`config.mk`:
```
export PLATFORM = sky130hd
export DESIGN_NAME = button_arm_hold_release_guard_flat
export DESIGN_NICKNAME = d
export VERILOG_FILES = /design/src/sv/bahrg_pkg.sv /design/src/sv/bahrg_chan_if.sv /design/src/sv/bahrg_cfg.sv /design/src/sv/bahrg_core.sv /design/src/sv/button_arm_hold_release_guard.sv /design/src/flat_wrapper.sv
export SDC_FILE = /design/constraint.sdc
export NUM_CORES = 1
export LEC_CHECK = 0
export ABC_AREA = 1
export BUFFER_PORTS_ARGS = -buffer_cell sky130_fd_sc_hd__clkbuf_2
export CAP_MARGIN = 20
export CORE_ASPECT_RATIO = 0.9
export CORE_MARGIN = 2
export CORE_UTILIZATION = 31
export CTS_BUF_LIST = sky130_fd_sc_hd__clkbuf_4
export DETAILED_ROUTE_END_ITERATION = 7
export PLACE_DENSITY_LB_ADDON = 0.3
export SYNTH_ARGS = -nofsm -noshare
export SYNTH_HDL_FRONTEND = slang
export SYNTH_HIERARCHICAL = 1
export SYNTH_SLANG_ARGS = --single-unit
```
`constraint.sdc`:
```
create_clock -name clk -period 3.5 [get_ports clk]
set_input_delay 0 -clock clk [delete_from_list [all_inputs] [get_ports clk]]
set_output_delay 0 -clock clk [all_outputs]
set_load 0.01 [all_outputs]
```
`src/sv/bahrg_pkg.sv`:
```
`default_nettype none
package bahrg_pkg;

  localparam int unsigned CFG_W     = 16;
  localparam int unsigned CFG_IDX_W = 2;

  typedef logic [CFG_W-1:0] ms_t;

  localparam ms_t MS_MAX = {CFG_W{1'b1}};

  // Register indexes on the configuration port
  typedef enum logic [CFG_IDX_W-1:0] {
    REG_HOLD      = 2'd0,
    REG_RELEASE   = 2'd1,
    REG_BLINK     = 2'd2,
    REG_ARM_FLASH = 2'd3
  } cfg_reg_e;

  localparam ms_t HOLD_RST      = 16'd5000;
  localparam ms_t RELEASE_RST   = 16'd5000;
  localparam ms_t BLINK_RST     = 16'd100;
  localparam ms_t ARM_FLASH_RST = 16'd300;

  typedef enum logic [1:0] {
    PH_IDLE    = 2'd0,
    PH_FLASH   = 2'd1,
    PH_HOLD    = 2'd2,
    PH_RELEASE = 2'd3
  } phase_e;

  typedef enum logic [1:0] {
    VERDICT_NONE   = 2'd0,
    VERDICT_BOOT   = 2'd1,
    VERDICT_UPDATE = 2'd2
  } verdict_e;

  typedef struct packed {
    ms_t hold_ms;
    ms_t release_ms;
    ms_t blink_ms;
    ms_t arm_flash_ms;
  } cfg_t;

  typedef struct packed {
    logic mode;
    logic cause_power_on;
    logic button_down;
  } in_item_t;

  typedef struct packed {
    logic     led_lit;
    verdict_e verdict;
    logic     armed_now;
  } out_item_t;

endpackage
`default_nettype wire

```
`src/sv/bahrg_chan_if.sv`:
```
`default_nettype none
interface bahrg_chan_if #(
  parameter type item_t = logic
);
  logic  valid;
  logic  ready;
  item_t data;

  modport source (output valid, output data, input ready);
  modport sink (input valid, input data, output ready);
endinterface
`default_nettype wire

```
`src/sv/bahrg_cfg.sv`:
```
`default_nettype none
module bahrg_cfg (
  input  wire logic                           clk,
  input  wire logic                           rst,
  input  wire logic                           cfg_we,
  input  wire logic [bahrg_pkg::CFG_IDX_W-1:0] cfg_index,
  input  wire logic [bahrg_pkg::CFG_W-1:0]     cfg_wdata,
  output bahrg_pkg::cfg_t                     cfg
);

  always_ff @(posedge clk) begin
    if (rst) begin
      cfg.hold_ms      <= bahrg_pkg::HOLD_RST;
      cfg.release_ms   <= bahrg_pkg::RELEASE_RST;
      cfg.blink_ms     <= bahrg_pkg::BLINK_RST;
      cfg.arm_flash_ms <= bahrg_pkg::ARM_FLASH_RST;
    end else if (cfg_we) begin
      unique case (bahrg_pkg::cfg_reg_e'(cfg_index))
        bahrg_pkg::REG_HOLD:      cfg.hold_ms      <= cfg_wdata;
        bahrg_pkg::REG_RELEASE:   cfg.release_ms   <= cfg_wdata;
        bahrg_pkg::REG_BLINK:     cfg.blink_ms     <= cfg_wdata;
        bahrg_pkg::REG_ARM_FLASH: cfg.arm_flash_ms <= cfg_wdata;
        default: ;
      endcase
    end
  end

endmodule
`default_nettype wire

```
`src/sv/bahrg_core.sv`:
```
`default_nettype none
module bahrg_core (
  input  wire logic              clk,
  input  wire logic              rst,
  input  wire logic              advance,
  input  wire bahrg_pkg::in_item_t item,
  input  wire bahrg_pkg::cfg_t     cfg,
  output bahrg_pkg::out_item_t   res
);

  logic              armed, armed_next;
  logic              led, led_next;
  bahrg_pkg::phase_e phase, phase_next;
  bahrg_pkg::ms_t    elapsed, elapsed_next, elapsed_inc;
  bahrg_pkg::ms_t    blink, blink_next, blink_inc;
  bahrg_pkg::verdict_e verdict;

  // Saturating counts
  assign elapsed_inc = (elapsed == bahrg_pkg::MS_MAX) ? elapsed : elapsed + 1'b1;
  assign blink_inc   = (blink == bahrg_pkg::MS_MAX) ? blink : blink + 1'b1;

  always_comb begin
    armed_next   = armed;
    led_next     = led;
    phase_next   = phase;
    elapsed_next = elapsed;
    blink_next   = blink;
    verdict      = bahrg_pkg::VERDICT_NONE;
    if (!item.mode) begin
      // Boot event: drop any running sequence
      elapsed_next = '0;
      blink_next   = '0;
      if (!item.cause_power_on) begin
        led_next   = 1'b0;
        phase_next = bahrg_pkg::PH_IDLE;
        verdict    = bahrg_pkg::VERDICT_BOOT;
      end else if (!item.button_down) begin
        armed_next = 1'b0;
        led_next   = 1'b0;
        phase_next = bahrg_pkg::PH_IDLE;
        verdict    = bahrg_pkg::VERDICT_BOOT;
      end else if (!armed) begin
        armed_next = 1'b1;
        led_next   = 1'b1;
        phase_next = bahrg_pkg::PH_FLASH;
      end else begin
        led_next   = 1'b1;
        phase_next = bahrg_pkg::PH_HOLD;
      end
    end else begin
      unique case (phase)
        bahrg_pkg::PH_FLASH: begin
          elapsed_next = elapsed_inc;
          if (elapsed_inc >= cfg.arm_flash_ms) begin
            led_next   = 1'b0;
            phase_next = bahrg_pkg::PH_IDLE;
            verdict    = bahrg_pkg::VERDICT_BOOT;
          end
        end
        bahrg_pkg::PH_HOLD: begin
          elapsed_next = elapsed_inc;
          if (elapsed_inc >= cfg.hold_ms) begin
            phase_next   = bahrg_pkg::PH_RELEASE;
            elapsed_next = '0;
            blink_next   = '0;
          end else if (!item.button_down) begin
            led_next   = 1'b0;
            phase_next = bahrg_pkg::PH_IDLE;
            verdict    = bahrg_pkg::VERDICT_BOOT;
          end
        end
        bahrg_pkg::PH_RELEASE: begin
          elapsed_next = elapsed_inc;
          blink_next   = blink_inc;
          if (blink_inc >= cfg.blink_ms) begin
            blink_next = '0;
            led_next   = !led;
            if (!item.button_down) begin
              led_next   = 1'b0;
              phase_next = bahrg_pkg::PH_IDLE;
              verdict    = bahrg_pkg::VERDICT_UPDATE;
            end else if (elapsed_inc >= cfg.release_ms) begin
              led_next   = 1'b0;
              phase_next = bahrg_pkg::PH_IDLE;
              verdict    = bahrg_pkg::VERDICT_BOOT;
            end
          end
        end
        default: ;
      endcase
    end
  end

  always_ff @(posedge clk) begin
    if (rst) begin
      armed   <= 1'b0;
      led     <= 1'b0;
      phase   <= bahrg_pkg::PH_IDLE;
      elapsed <= '0;
      blink   <= '0;
    end else if (advance) begin
      armed   <= armed_next;
      led     <= led_next;
      phase   <= phase_next;
      elapsed <= elapsed_next;
      blink   <= blink_next;
    end
  end

  assign res.led_lit   = led_next;
  assign res.verdict   = verdict;
  assign res.armed_now = armed_next;

endmodule
`default_nettype wire

```
`src/sv/button_arm_hold_release_guard.sv`:
```
// Channel   Role    Handshake      Payload
// evt       sink    valid/ready    mode, cause_power_on, button_down
// result    source  valid/ready    led_lit, verdict, armed_now
// cfg       write   cfg_we         cfg_index (2 bits), cfg_wdata (16 bits)
//
// Each item is held in the input register, then its result is computed and
// lands in the result register, which drives result.valid and result.data;
// one item per cycle sustained when result.ready stays high.
// Synchronous reset restores the register defaults and clears the valid flags and the guard state.
// A stalled result holds the result register; the input register still
// takes one more item and then evt.ready drops until the result drains.
`default_nettype none
module button_arm_hold_release_guard (
  input  wire logic                            clk,
  input  wire logic                            rst,
  input  wire logic                            cfg_we,
  input  wire logic [bahrg_pkg::CFG_IDX_W-1:0] cfg_index,
  input  wire logic [bahrg_pkg::CFG_W-1:0]     cfg_wdata,
  bahrg_chan_if.sink                           evt,
  bahrg_chan_if.source                         result
);

  bahrg_pkg::cfg_t      cfg;
  bahrg_pkg::in_item_t  s1_item;
  bahrg_pkg::out_item_t res;
  bahrg_pkg::out_item_t out_item;
  logic                 s1_valid;
  logic                 out_valid;
  logic                 advance;

  bahrg_cfg u_cfg (
    .clk       (clk),
    .rst       (rst),
    .cfg_we    (cfg_we),
    .cfg_index (cfg_index),
    .cfg_wdata (cfg_wdata),
    .cfg       (cfg)
  );

  // Move the staged item into the result register when that register is
  // empty or being drained; the guard state commits on the same edge.
  assign advance   = s1_valid && (!out_valid || result.ready);
  assign evt.ready = !s1_valid || advance;

  bahrg_core u_core (
    .clk     (clk),
    .rst     (rst),
    .advance (advance),
    .item    (s1_item),
    .cfg     (cfg),
    .res     (res)
  );

  always_ff @(posedge clk) begin
    if (rst) begin
      s1_valid  <= 1'b0;
      out_valid <= 1'b0;
    end else begin
      if (evt.valid && evt.ready) begin
        s1_valid <= 1'b1;
      end else if (advance) begin
        s1_valid <= 1'b0;
      end
      if (advance) begin
        out_valid <= 1'b1;
      end else if (result.ready) begin
        out_valid <= 1'b0;
      end
    end
  end

  // Payload registers: hold unless a new item moves in
  always_ff @(posedge clk) begin
    if (evt.valid && evt.ready) begin
      s1_item <= evt.data;
    end
    if (advance) begin
      out_item <= res;
    end
  end

  assign result.valid = out_valid;
  assign result.data  = out_item;

endmodule
`default_nettype wire

```
`src/flat_wrapper.sv`:
```
// flat-port wrapper written by rule: the top's interface ports become plain ports
module button_arm_hold_release_guard_flat import bahrg_pkg::*;
  (clk, rst, cfg_we, cfg_index, cfg_wdata, evt_valid, evt_data, evt_ready, result_valid, result_data, result_ready);
  bahrg_chan_if #(.item_t(in_item_t)) evt_i ();
  bahrg_chan_if #(.item_t(out_item_t)) result_i ();
  input  wire logic clk;
  input  wire logic rst;
  input  wire logic cfg_we;
  input  wire logic [bahrg_pkg::CFG_IDX_W-1:0] cfg_index;
  input  wire logic [bahrg_pkg::CFG_W-1:0] cfg_wdata;
  input wire logic [$bits(evt_i.valid)-1:0] evt_valid;
  input wire logic [$bits(evt_i.data)-1:0] evt_data;
  output wire logic [$bits(evt_i.ready)-1:0] evt_ready;
  output wire logic [$bits(result_i.valid)-1:0] result_valid;
  output wire logic [$bits(result_i.data)-1:0] result_data;
  input wire logic [$bits(result_i.ready)-1:0] result_ready;
  assign evt_i.valid = evt_valid;
  assign evt_i.data = evt_data;
  assign evt_ready = evt_i.ready;
  assign result_valid = result_i.valid;
  assign result_data = result_i.data;
  assign result_i.ready = result_ready;
  button_arm_hold_release_guard u_core (.clk(clk), .rst(rst), .cfg_we(cfg_we), .cfg_index(cfg_index), .cfg_wdata(cfg_wdata), .evt(evt_i), .result(result_i));
endmodule
```
* Yosys cells after proc, flatten, opt, wreduce, memory -nomap -nowiden
Index checks and enable logic that the tools add are counted.
Operators by class: add/subtract/negate cells 2, $lt $le $gt $ge 4, equal/unequal tests 16, mux-type cells 45, reduce and logical (&&, ||, !) cells 18
Operator list (count):
- 16-bit two-way mux | 7
- 16-bit >= comparator | 4
- 16-bit one-hot mux with 2 select lines | 2
- 16-bit by 1-bit adder with 16-bit output (second input constant) | 2
- 16-bit == test (second input constant) | 2
- 2-bit two-way mux | 13
- 1-bit two-way mux | 20
- 3-bit inequality test (second input constant) | 5
- 4-bit inequality test (second input constant) | 3
- 2-bit one-hot mux with 3 select lines | 2
- 2-bit AND reduction | 5
- 2-bit == test (second input constant) | 4
- 6-bit AND reduction | 1
- 2-bit by 1-bit == test with 1-bit output (second input constant) | 2
- 2-bit nonzero test | 2
- 1-bit zero test | 3
- 1-bit one-hot mux with 3 select lines | 1
- 3-bit AND reduction | 1
- 1-bit logical AND | 2
- 2-bit zero test | 1
- 1-bit logical OR | 2
- 2-bit OR reduction | 1
Storage, ports and cells: bits in registers 109, input bits 26, output and inout bits 6, word-level logic and storage cells 102

* Longest topological paths before layout
depth in word-level cells 8, gate-level depth with buffers 25, gate-level depth less buffers 24

* Modules after synthesis
Netlist, hierarchy kept.
By module, submodules not included:
- bahrg_core | instances 1, cells an instance 652, area an instance 4127.7 µm², sequential area each 720.7 µm²
- bahrg_cfg | instances 1, cells an instance 382, area an instance 2588.7 µm², sequential area each 1281.2 µm²
- button_arm_hold_release_guard | instances 1, cells an instance 19, area an instance 301.5 µm², sequential area each 250.2 µm²

* Least setup slack after synthesis
Ideal clock, no wire load.
path kind flip-flop to flip-flop, start point register u_core.u_core.elapsed[0], end point register u_core.u_core.blink[10], setup time 0.070 ns, data arrival time 2.920 ns, path slack 0.510 ns, cell stages (with the launch flop) 22, period minus slack after synthesis 2.990 ns, cell sequence dfxtp_1 ha_1 nand2_1 inv_1 nand3_4 nor3_4 nand3_2 inv_2 nor3_2 a21oi_2 ha_1 a21oi_1 o21a_1 nand2_1 nand2_1 nand3_1 o21ai_1 nand2_2 nand2_2 buf_4 nand2_1 a21oi_1
Between the ends: longest elaborated chain between the ends 5, elaborated cells between the ends (all ways) 6, classes of those cells add/sub: 1; order compare: 1; eq/ne: 2; mux: 1; reduce/logical: 1
Ends and longest elaborated chain:
- start: declaration | line bahrg_core.sv:14 | bahrg_pkg::ms_t elapsed, elapsed_next, elapsed_inc;
- start signal: assignment | line bahrg_core.sv:105 | elapsed <= elapsed_next;
- 16-bit by 1-bit adder with 16-bit output or 16-bit == test (tied branches) | line bahrg_core.sv:19 | assign elapsed_inc = (elapsed == bahrg_pkg::MS_MAX) ? elapsed : elapsed + 1'b1;
- 16-bit two-way mux * | line bahrg_core.sv:19
- 16-bit >= comparator * | line bahrg_core.sv:62 | if (elapsed_inc >= cfg.hold_ms) begin
- 3-bit inequality test (no source line) *
- 3-bit AND reduction (no source line) *
- end signal: assignment | line bahrg_core.sv:106 | blink <= blink_next;
- end: declaration | line bahrg_core.sv:15 | bahrg_pkg::ms_t blink, blink_next, blink_inc;
Mark *: on every way between the ends. The rest lies on a longest branch, timed or not. A chain may end at the register's enable or synchronous reset.

* Final worst setup path
start point register u_core.u_core.elapsed[4], end point register u_core.u_core.blink[11]
The elaborated chain is that of the path after synthesis.

==> out/qor.csv <==
stage,metric,value,unit
finish,nFillCells,2517,
timing,slew_violations,0,
placed_design,gp_congestion,0.853,
cts,clk_pin_slew_worst_paths,0.18,ns
global_route,grt_pass1_vias,5933,
cts,clock_latency,0.52,ns
critical_path,crit_type,flop to flop,
floorplan,die_width,163,um
logic_synthesis,synth-edff-count,7,
floorplan,start_util,31.4,%
finish,flow.area_growth_from_synthesis,15.2,%
cts,cts_inserted_buffers,9,
timing,min_period_over_period,94.5,%
power_and_ir_drop,power_leakage,0.00403,uW
placed_design,io_buffers,31,
critical_path,crit_buf_inv,1,
timing,worst_slew_pin_slew,0.795,ns
timing,setup_violations,0,
routing,wl_per_cell,13.4,um
global_route,antenna_found_initial,1,
logic_synthesis,synth_ff_type,dfxtp_1,
logic_synthesis,synth-seq-cells,109,
critical_path,endpoint_kind,flop,
logic_synthesis,synth_nets,1145,
floorplan,placement_rows,52,
global_route,grt_pass1_wl,30600,um
critical_path,slowest_delay,0.37,ns
routing,vias,6521,
timing,fmax,0.302,GHz
timing,slew-limit-headroom,46.9,%
routing,viasPerCell,4.62,
finish,drive_gt1_share,11.1,%
timing,finalHoldViolCount,0,
floorplan,dieArea,23900,um^2
placed_design,dp_worst_setup_slack,0.145,ns
cts,cts_num_sinks,109,
finish,fin_nets,1202,
power_and_ir_drop,vdd_drop_max,0.000143,V
critical_path,critPathTopFamily,simple AND/OR/NAND/NOR gates,
critical_path,path_max_fanout,16,
critical_path,cp_slowest_cell,dfxtp_2,
run,drv_cap,0,
power_and_ir_drop,pwr_density_cell,284,nW/um^2
routing,dr.pass1.iters,8,
timing,final.setup.worst_slack,0.193,ns
logic_synthesis,syn_area,7020,um^2
critical_path,crit_top_cell,nand2_1,
timing,finalSetupTns,0,ns
floorplan,die_h,147,um
cts,cts-root-buf,clkbuf_4,
finish,mostFrequentLayoutCells,"nand2_1 (282), inv_1 (169), nor2_1 (126)",
finish,final_common_cell,nand2_1,
placed_design,placedCellCount,1363,
global_route,grt.total_usage,16.1,%
cts,clockBufferDepth,2,
timing,min_period,3.31,ns
finish,final_cell_count_no_fill,1413,
cts,ctsHtreeMaxLevel,3,
timing,skew,0.0308,ns
routing,drtAntennaViolNets,0,
power_and_ir_drop,finalPower,2300,uW
global_route,grt_max_degree,40,
hold_path,hold_class,input port to flop,
cts,cts_tree,done,
global_route,grt.overflow.total,0,
logic_synthesis,yosysSeqAreaShare,32.1,%
placed_design,dpl.hpwl,13800,um
routing,drc,0,
logic_synthesis,synth_cells,1053,
critical_path,crit_path_start_kind,flop,
logic_synthesis,yosys_warnings,6,
routing,wl,18900,um
critical_path,critPathArrivalTime,3.71,ns
finish,final_util,36.1,%
floorplan,core_area,22400,um^2
logic_synthesis,synthArstFlopShare,0,%
critical_path,required,3.90,ns
run_status,status,completed,
floorplan,ios,32,
routing,drt_iter0_drc,442,
critical_path,path_cells,nand2_1 -> nor3_4 -> nand3_4 -> nor3_4 -> nand3_2 -> nand2_1 -> xor2_4 -> ha_1 -> nand2_1 -> o21ai_1 -> a21oi_1 -> nand3_4 -> o21ai_4 -> nand2_4 -> buf_8 -> nand4_1 -> a21oi_1,
logic_synthesis,avgSynthCellArea,6.66,um^2
logic_synthesis,synth_cell_type_count,39,
-- Yosys cell counts, types with 4 or more instances --
master,n,area (um^2)
nor3_1,8,40.0
ha_1,66,826
edfxtp_1,7,210
buf_1,7,26.3
nand3_2,5,50.1
xor2_1,14,123
o21ai_0,18,90.1
nor3_2,4,40.0
inv_2,6,22.5
nand3_1,61,305
a21oi_1,71,355
clkbuf_1,10,37.5
a21oi_2,10,87.6
dfxtp_1,102,2040
o21ai_1,4,20.0
nand2_1,285,1070
nor2_1,128,480
nand4_1,33,206
buf_2,14,70.1
buf_4,4,30.0
inv_1,169,634
-- per-layer routing --
layer	vias up	routed length, um	global-route usage [%]
li1	3433	-	-
met1	2933	10200	24.7
met2	136	7560	22.6
met3	19	792	3.42
met4	0	346	4.56
met5	-	0	0
-- what timing repair did --
item | 4_1_cts | 5_1_grt
resized for setup | 0 | 28
buffers inserted | 0 | 5
setup endpoints to repair | 0 | 36
hold endpoints to repair | 77 | 0
hold buffers | 27 | 0
-- flip-flops by register name, indices dropped and copies added (netlist names) --
register / count
u_core/u_cfg/cfg: 64
u_core/u_core/blink: 16
u_core/u_core/elapsed: 16
u_core/result.data: 4
u_core/s1_item: 3
u_core/u_core/phase: 2
u_core/result.valid: 1
u_core/s1_valid: 1
u_core/u_core/armed: 1
u_core/u_core/led: 1
-- through the flow --
stage | area (um^2) | hold slack, ns
global placement | 7520 | 0.194
CTS | 7910 | 0.175
finish | 8090 | 0.230
floorplan | 7020 | 0.0624
global route | 8090 | 0.174
detailed placement | 7520 | 0.182
-- area by class of cell --
class                   instances  area [um^2]  share of cell area, %
diodes                          1         2.50                 0.0310
flip-flops and latches        109         2260                   27.9
clock inverters                 7         58.8                  0.727
multi-input cells             733         4040                   50.0
well taps                     297          372                   4.60
clock buffers                   9         67.6                  0.836
repair buffers                 82          629                   7.78
inverters                     175          659                   8.16
-- final timing paths --
check / from / endpoint / slack (ns) / depth (start not counted)
worst max register to register: u_core/u_core/elapsed[4] / u_core/u_core/blink[11] / 0.19 / 17
worst max-delay path: u_core/u_core/elapsed[4] / u_core/u_core/blink[11] / 0.19 / 17
worst min-delay path: evt_data[2] / u_core/s1_item[2] / 0.23 / 2
worst min register to register: u_core/u_cfg/cfg[22] / u_core/u_cfg/cfg[22] / 0.48 / 2
-- power by group --
group          leakage, uW  internal [uW]  switching, uW
Clock            0.0000690            156            476
Combinational      0.00306            120            212
Sequential        0.000901           1300           30.8
Total              0.00403           1580            719
-- kinds of logic after synthesis --
kind of cell | share of synthesized area (%)
flops | 32.1
buf+inv | 12.0
xor+xnor | 2.46
fa+ha+maj | 11.8
compound gates | 8.65
simple gates | 33.0
-- worst register-to-register path: cells and delay by family (launching register included) --
| kind | cells | cell delay (ns) |
|---|---|---|
| AO/OA/AOI/OAI | 4 | 0.60 |
| adder cells (fa/ha/maj) | 1 | 0.29 |
| buffers and inverters | 1 | 0.18 |
| AND/OR/NAND/NOR | 10 | 1.52 |
| flip-flops | 1 | 0.37 |
| XOR/XNOR | 1 | 0.24 |
Power figures use the tool's default switching activity.
